--- src/rtl/core/fulf_pkg.sv ---
// Package for the first unique letter finder.
// Holds the input and result word types, the letter mark codes and the memory entry.
// It has no dependencies.
package fulf_pkg;

  localparam int unsigned POS_W = 16;
  localparam logic [7:0] LetterBase = 8'h61;

  typedef enum logic [1:0] {
    MARK_UNSEEN   = 2'd0,
    MARK_ONCE     = 2'd1,
    MARK_REPEATED = 2'd2
  } mark_e;

  typedef struct packed {
    logic [7:0] char_byte;
    logic       last_char;
  } in_t;

  typedef struct packed {
    logic             found;
    logic [POS_W-1:0] first_position;
    logic             input_error;
  } out_t;

  typedef struct packed {
    mark_e            mark;
    logic [POS_W-1:0] pos;
  } entry_t;

endpackage

--- src/rtl/core/first_unique_letter_finder.sv ---
// Top level of the first unique letter finder.
// Depends on fulf_pkg for the word types, the mark codes and the memory entry.
//
// Bytes of a string are taken one per cycle. Each letter has an entry in a
// small synchronous memory with a registered read port, updated by read,
// modify and write back, with forwarding when the same letter arrives on
// consecutive bytes. After the last byte the block stops taking words while it
// drains and scans, and longer while an earlier result word still waits
// to be taken: a drain state for the last write back, a scan state in which
// the single read port reads every entry for the smallest position of a letter
// seen once, and a final state that loads the result register.
// Bytes that are not letters, and bytes past MAX_LENGTH, set input_error.
module first_unique_letter_finder #(
  parameter int unsigned ALPHABET_SIZE = 26,
  parameter int unsigned MAX_LENGTH    = 65536
) (
  input  logic              clk_i,
  input  logic              rst_ni,
  input  logic              in_valid_i,
  output logic              in_ready_o,
  input  fulf_pkg::in_t     in_data_i,
  output logic              out_valid_o,
  input  logic              out_ready_i,
  output fulf_pkg::out_t    out_data_o
);

  localparam int unsigned IDX_W = (ALPHABET_SIZE > 1) ? $clog2(ALPHABET_SIZE) : 1;
  localparam int unsigned CNT_W = $clog2(MAX_LENGTH + 1);

  typedef enum logic [1:0] {
    ST_LOAD,
    ST_DRAIN,
    ST_SCAN,
    ST_FIN
  } state_e;

  state_e                     state_q;
  logic [ALPHABET_SIZE-1:0]   valid_q;
  logic [CNT_W-1:0]           count_q;
  logic                       error_q;
  logic                       err_hold_q;
  logic                       s1_valid_q;
  logic [IDX_W-1:0]           s1_idx_q;
  logic [fulf_pkg::POS_W-1:0] s1_pos_q;
  logic                       fwd_q;
  fulf_pkg::entry_t           fwd_data_q;
  logic [IDX_W-1:0]           rd_idx_q;
  logic                       cmp_valid_q;
  logic [IDX_W-1:0]           cmp_idx_q;
  logic                       found_q;
  logic [fulf_pkg::POS_W-1:0] best_q;
  logic                       out_valid_q;
  fulf_pkg::out_t             out_data_q;

  fulf_pkg::entry_t mem_q [ALPHABET_SIZE];
  fulf_pkg::entry_t rdata_q;

  logic                       accept;
  logic [7:0]                 diff;
  logic                       is_letter;
  logic                       overflow;
  logic [IDX_W-1:0]           in_idx;
  logic                       rd_en;
  logic [IDX_W-1:0]           raddr;
  fulf_pkg::entry_t           cur;
  logic                       cur_valid;
  fulf_pkg::entry_t           wdata;
  logic                       found_d;
  logic [fulf_pkg::POS_W-1:0] best_d;
  logic                       out_load;

  assign in_ready_o  = (state_q == ST_LOAD);
  assign accept      = in_valid_i && in_ready_o;
  assign out_valid_o = out_valid_q;
  assign out_data_o  = out_data_q;

  assign diff      = in_data_i.char_byte - fulf_pkg::LetterBase;
  assign is_letter = (in_data_i.char_byte >= fulf_pkg::LetterBase) &&
                     ({24'd0, diff} < ALPHABET_SIZE);
  assign overflow  = (count_q >= CNT_W'(MAX_LENGTH));
  assign in_idx    = diff[IDX_W-1:0];

  assign rd_en = accept || (state_q == ST_SCAN);
  assign raddr = (state_q == ST_SCAN) ? rd_idx_q : in_idx;

  always_comb begin
    cur       = fwd_q ? fwd_data_q : rdata_q;
    cur_valid = fwd_q || valid_q[s1_idx_q];
    if (cur_valid) begin
      wdata.mark = fulf_pkg::MARK_REPEATED;
      wdata.pos  = cur.pos;
    end else begin
      wdata.mark = fulf_pkg::MARK_ONCE;
      wdata.pos  = s1_pos_q;
    end
  end

  always_comb begin
    found_d = found_q;
    best_d  = best_q;
    if (cmp_valid_q && valid_q[cmp_idx_q] && (rdata_q.mark == fulf_pkg::MARK_ONCE) &&
        (!found_q || (rdata_q.pos < best_q))) begin
      found_d = 1'b1;
      best_d  = rdata_q.pos;
    end
  end

  assign out_load = (state_q == ST_FIN) && (!out_valid_q || out_ready_i);

  always_ff @(posedge clk_i) begin
    if (s1_valid_q) begin
      mem_q[s1_idx_q] <= wdata;
    end
    if (rd_en) begin
      rdata_q <= mem_q[raddr];
    end
    fwd_data_q <= wdata;
    s1_idx_q   <= in_idx;
    s1_pos_q   <= fulf_pkg::POS_W'(count_q);
    cmp_idx_q  <= rd_idx_q;
    best_q     <= best_d;
  end

  always_ff @(posedge clk_i or negedge rst_ni) begin
    if (!rst_ni) begin
      state_q     <= ST_LOAD;
      valid_q     <= '0;
      count_q     <= '0;
      error_q     <= 1'b0;
      err_hold_q  <= 1'b0;
      s1_valid_q  <= 1'b0;
      fwd_q       <= 1'b0;
      rd_idx_q    <= '0;
      cmp_valid_q <= 1'b0;
      found_q     <= 1'b0;
      out_valid_q <= 1'b0;
      out_data_q  <= '0;
    end else begin
      s1_valid_q  <= accept && is_letter && !overflow;
      fwd_q       <= accept && s1_valid_q && (s1_idx_q == in_idx);
      cmp_valid_q <= (state_q == ST_SCAN);
      found_q     <= (state_q == ST_DRAIN) ? 1'b0 : found_d;
      if (s1_valid_q) begin
        valid_q[s1_idx_q] <= 1'b1;
      end
      if (out_valid_q && out_ready_i && !out_load) begin
        out_valid_q <= 1'b0;
      end
      unique case (state_q)
        ST_LOAD: begin
          if (accept) begin
            if (in_data_i.last_char) begin
              err_hold_q <= error_q || overflow || !is_letter;
              error_q    <= 1'b0;
              count_q    <= '0;
              state_q    <= ST_DRAIN;
            end else begin
              error_q <= error_q || overflow || !is_letter;
              if (!overflow) begin
                count_q <= count_q + CNT_W'(1);
              end
            end
          end
        end
        ST_DRAIN: begin
          rd_idx_q <= '0;
          state_q  <= ST_SCAN;
        end
        ST_SCAN: begin
          if (rd_idx_q == IDX_W'(ALPHABET_SIZE - 1)) begin
            state_q <= ST_FIN;
          end else begin
            rd_idx_q <= rd_idx_q + IDX_W'(1);
          end
        end
        ST_FIN: begin
          if (out_load) begin
            out_valid_q                <= 1'b1;
            out_data_q.found           <= found_d;
            out_data_q.first_position  <= found_d ? best_d : '0;
            out_data_q.input_error     <= err_hold_q;
            valid_q                    <= '0;
            state_q                    <= ST_LOAD;
          end
        end
        default: begin
          state_q <= ST_LOAD;
        end
      endcase
    end
  end

endmodule

--- config.mk ---
export PLATFORM = sky130hd
export DESIGN_NAME = first_unique_letter_finder
export DESIGN_NICKNAME = d
export VERILOG_FILES = /design/src/rtl/core/fulf_pkg.sv /design/src/rtl/core/first_unique_letter_finder.sv
export SDC_FILE = /design/constraint.sdc
export NUM_CORES = 1
export LEC_CHECK = 0
export BUFFER_PORTS_ARGS = -buffer_cell sky130_fd_sc_hd__buf_4
export CAP_MARGIN = 20
export CORE_ASPECT_RATIO = 1.2
export CORE_UTILIZATION = 40
export DETAILED_ROUTE_END_ITERATION = 7
export PLACE_DENSITY = 0.58
export SLEW_MARGIN = 10
export SYNTH_ARGS = -nofsm -noshare
export SYNTH_HDL_FRONTEND = slang
export SYNTH_SLANG_ARGS = --single-unit
--- constraint.sdc ---
create_clock -name clk_i -period 6.86 [get_ports clk_i]
set_input_delay 0.686 -clock clk_i [delete_from_list [all_inputs] [get_ports clk_i]]
set_output_delay 0.686 -clock clk_i [all_outputs]
set_load 0.005 [all_outputs]
; ---- After elaboration in Yosys (flattened, before gate mapping)
; Memories as Yosys holds them, arrays and structs flattened. A register that Yosys moved wholly into a read port is not among the register bits.
; Index checks and enable logic that the tools add are counted.
[op_classes]
n_addsub = 3
n_lt_le_gt_ge = 7
n_eq_ne = 12
mux = 31
n_bitwise = 1
n_reduce_logical = 32
[op_table]
columns = cell, count
row1 = $mux 26, 3
row2 = $mux 16, 3
row3 = $mux 17, 2
row4 = $or 26x26->26, 1
row5 = $mux 18, 1
row6 = $add 17x1->17 const B, 1
row7 = $ge 17x17->1 const B, 1
row8 = $lt 16x16->1, 1
row9 = $logic_and 1x1->1, 13
row10 = $lt 5x6->1 const B, 2
row11 = $mux 1, 11
row12 = $bmux 1 s5, 2
row13 = $mux 5, 2
row14 = $pmux 5 s2, 1
row15 = $ge 8x7->1 const B, 1
row16 = $lt 8x5->1 const B, 1
row17 = $mux 2, 4
row18 = $pmux 2 s4, 1
row19 = $sub 8x7->8 const B, 1
row20 = $logic_or 1x1->1, 6
row21 = $ne 2x1->1 const B, 3
row22 = $ne 2x2->1 const B, 3
row23 = $reduce_and 2->1, 3
row24 = $reduce_and 3->1, 2
row25 = 11 further kinds, 17
[totals]
reg_bits = 133
ram_bits = 468
input_bits = 13
out_inout_bits = 20
wordCells = 106
mem_count = 1
[mem_list]
columns = name, depth, word_bits, rd, rd_clocked_by_memory_dff, wr, line
row1 = mem_q, 26, 18, 1, 1, 1, first_unique_letter_finder.sv:55  ; fulf_pkg::entry_t mem_q [ALPHABET_SIZE];

; ---- Logic depth before layout (Yosys ltp)
[logic_depth]
ltp_word = 8
ltp_mapped = 12

; ---- Worst setup path before layout
; No wires, ideal clock.
[synth_path]
path_kind = in2reg
startpoint = input port in_data_i[1] (netlist name)
endpoint = register, netlist name rdata_q[0]
arrival_ps = 2848
t_required_ps = 6606
slack_ps = 3758
path_stages = 8
path_cell_list = buf_4 inv_1 ha_1 mux2i_2 clkbuf_1 mux4_2 mux4_2 a21o_1
[synth_between]
elab_chain_len = 2
[synth_lines]
columns = item, line
row1 = "start, declared", first_unique_letter_finder.sv:21  ; input fulf_pkg::in_t in_data_i,
row2 = $sub 8x7->8, first_unique_letter_finder.sv:77  ; assign diff = in_data_i.char_byte - fulf_pkg::LetterBase;
row3 = named net diff[0], first_unique_letter_finder.sv:59  ; logic [7:0] diff;
row4 = $mux 5, first_unique_letter_finder.sv:84  ; assign raddr = (state_q == ST_SCAN) ? rd_idx_q : in_idx;
; The timed path passes the listed nets, and every way through them passes these cells.
; A chain may end at the register's enable or synchronous reset.

==> results.md <==
- Status: complete, no violations
- Die W: approximately 230 um
- P&R area growth vs syn: 13.1%
- Dpl cell area: 26,100 sq um
- Final ANT Viol Nets: 0
- Seq/Total Area, Yosys: a little under three quarters
- Crit. End Element: flop
- Resize count post-CTS: 0
- Clock transition at path regs: 0.07 ns
- Vias per cell: approximately 5.6
- Routability cong.: 0.783
- Compound-Gate Fraction of Synth Area: 4.48%
- Critical Path Source Type: flop
- CTS Root Cell: clkbuf_16
- Critical Path, Cell by Cell: mux4_1 > mux2_2 > nand2_2 > a21oi_2 > or3_1 > buf_4 > a21oi_2
- Fin crit share: around 58%
- Wire per inst: 26.2 um
- Site row count: slightly below 100
- Clock sink count: 619
- Critical Setup Path Class: flop to flop
- Met2 WL: about 30,000 um
- Fin Hold WS: 0.00352 ns
- Post-layout util: 45.9%
- HP Class: primary input to async pin
- RSZ-0062 raised after global routing: false
- First-pass GRT wire length: 88,800 um
- Fill cell count: 5,176
- Synth Area in XOR/XNOR: 0.774%
- Placed cell count: 2,194
- Global Route Usage Sum: 19.6%
- Critical Path Slowest Stage Cell: a21oi_2
- Share of cells above drive strength 1: 24.6%
- Post-Syn Area: roughly 25,000 sq um
- Uppermost layer routed: met4
- Starting density of the core: 40.6%
- Fin crit period: 3.97 ns
- Final net count: 1,486
- Crit-path max FO: 41
- Number of global-route vias before repair: 13.3k
- TritonCTS clock tree: done
- Max rail drop VDD: 230 uV
- DRC violations left: 0
- Final setup vio count: 0
- IO Port Bufs: 32
- Total of max-cap violations: 0
- Core Footprint: 60,900 sq um
- Die Y: 274 um
- I/O pin cnt: 33
- # hold bufs at CTS: 0
- Final WL: about 60,000 um
- Final setup TNS: 0 ns
- Met3 WL: 3830 um
- Simple-gate portion of the synthesized area: approximately 5.7%
- Initial DRC Count: 1,145
- Largest net degree at the start of global routing: 109
- Post-CTS setup buffer count: 0
- DIE AREA: 62,800 sq um
- Post-synthesis cell count: 1,393
- CP required: slightly above 7 ns
- Fin Clk Skew: roughly 0.025 ns
- Relative slew slack: roughly 24%
- Worst slew pin tran: 1.12 ns
- Final Hold Fails: 0
- Ys Warns: 0
- Pwr/cell area: 360 nW/um^2
- Register-to-Register Setup Slack: 2.89 ns
- Htree depth: 2
- Detailed-placement wirelength estimate: around 34,000 um
- Via count: 12.9k
- Drt first pass iters: 5
- Ys async rst share: between 10% and 20%
- Grt ovf: 0
- Yosys reg bits: 619
- Adder-Cell Fraction of Synth Area: 1.21%
- Initial antenna violation count: 1
- Predominant post-synthesis flop cell: edfxtp_1
- Clock Tree Buf Depth: 3
- Finished Cell Area: between 20,000 and 30,000 sq um
- Slowest stage delay, CP: 0.91 ns
- Max-slew violation count: 0
- Largest family of logic cells by synthesized area: multiplexers
- Avg Inst Size Synth: ~18 sq um
- Most common cell on crit path: a21oi_2
- Lkg Pwr: about 0.0095 uW
- Non-Filler Instances: 2,306
- Number of synthesized flops with an enable pin: 486
- M1 WL: between 20,000 and 30,000 um
- Max Fclk: 0.252 GHz
- Data arrival, critical path: 4.23 ns
- Number of distinct library cells after synthesis: between 60 and 70
- Worst-Skew Late Latency: 0.63 ns
- Inserted Diodes: 0
- Mux cell area share after synthesis: between 10% and 20%
- CTS Buf Count: 58
- Post-Synthesis Net Count: approximately 1.4k
[final timing paths]
kind | cells after the start | startpoint | to
min in group clk_i | 2 | in_data_i[0] | count_q[2]
max in group asynchronous | 2 | rst_ni | out_data_o[15]
min reg2reg | 0 | count_q[9] | s1_pos_q[9]
max reg2reg | 7 | s1_idx_q[0] | mem_q[21][7]
min | 1 | rst_ni | valid_q[12]
max | 7 | s1_idx_q[0] | mem_q[21][7]
[cells in the mapped netlist, types with 16 or more instances]
master | n | area (sq um)
a311oi_1 | 18 | 158
mux2i_1 | 25 | 250
o2111ai_1 | 17 | 149
dfrtp_1 | 75 | 1880
dfxtp_1 | 58 | 1160
nor4_1 | 17 | 106
a21o_1 | 20 | 150
inv_1 | 26 | 97.6
a211oi_1 | 22 | 165
ha_1 | 24 | 300
a21oi_1 | 18 | 90.1
edfxtp_1 | 486 | 14600
and2_1 | 21 | 131
o211ai_1 | 16 | 120
mux2_2 | 19 | 214
nor2_1 | 103 | 387
nand2_1 | 96 | 360
clkbuf_1 | 36 | 135
mux4_2 | 136 | 3060
[kinds of logic after synthesis]
family,after synthesis
muxes,184
adders and majority gates,24
DFF,619
buffers and inverters,98
and+or+nand+nor,298
AOI/OAI and AO/OA,149
xor gates and xnor gates,21
[cell usage in the layout (no fill, tap or decap), types with 20 or more instances in the layout]
cell type and n:
edfxtp_1 486, nor2_1 77, a21o_1 20, buf_4 61, mux4_2 136, nand2_1 96, a211oi_1 22, mux2i_1 23
ha_1 24, dfrtp_1 75, and2_1 20, inv_1 26, dfxtp_1 58, clkbuf_16 59
[sequential cells by signal, indices dropped and copies added (netlist names), 2 cells and up]
register and count:
mem_q 468, s1_idx_q 5, count_q 17, out_data_o 18, rdata_q 18, best_q 16
fwd_data_q 16, valid_q 26, s1_pos_q 16, rd_idx_q 5, state_q 2, cmp_idx_q 5
[cell type report]
type | instances | area, sq um | area share, %
sequential | 619 | 17600 | 63.0
multi-input combinational | 676 | 6820 | 24.4
clock buffer | 72 | 1540 | 5.49
tap | 808 | 1010 | 3.61
timing repair buffer | 68 | 574 | 2.05
clock inverter | 37 | 315 | 1.13
inverter | 26 | 97.6 | 0.349
[power breakdown]
| part | total, uW | internal [uW] | switching [uW] |
|---|---|---|---|
| Combinational | 2280 | 1030 | 1260 |
| Sequential | 4630 | 4360 | 263 |
| Clock | 3170 | 1770 | 1390 |
[layer usage]
| layer | up-vias | global-route usage (%) |
|---|---|---|
| met2 | 409 | 32.6 |
| met5 | - | 0 |
| li1 | 5635 | - |
| met3 | 97 | 3.92 |
| met1 | 6800 | 26.0 |
| met4 | 0 | 5.95 |
[worst max-delay path: cells and delay by family, from the launching register on]
kind | cells | cell delay, ns
mux | 2 | 0.91
compound gates | 2 | 1.09
simple gates | 2 | 0.53
buf+inv | 1 | 0.32
flops | 1 | 0.70
[stage by stage]
| stage | setup WS (ns) | power [uW] |
|---|---|---|
| 3_5_place_dp | 2.85 | 7020 |
| 5_1_grt | 2.63 | 10500 |
| 6_report | 2.89 | 10100 |
| 3_3_place_gp | 2.91 | 6980 |
| 4_1_cts | 2.83 | 10200 |
| 2_1_floorplan | 3.76 | 6280 |
Power figures use the tool's default switching activity.
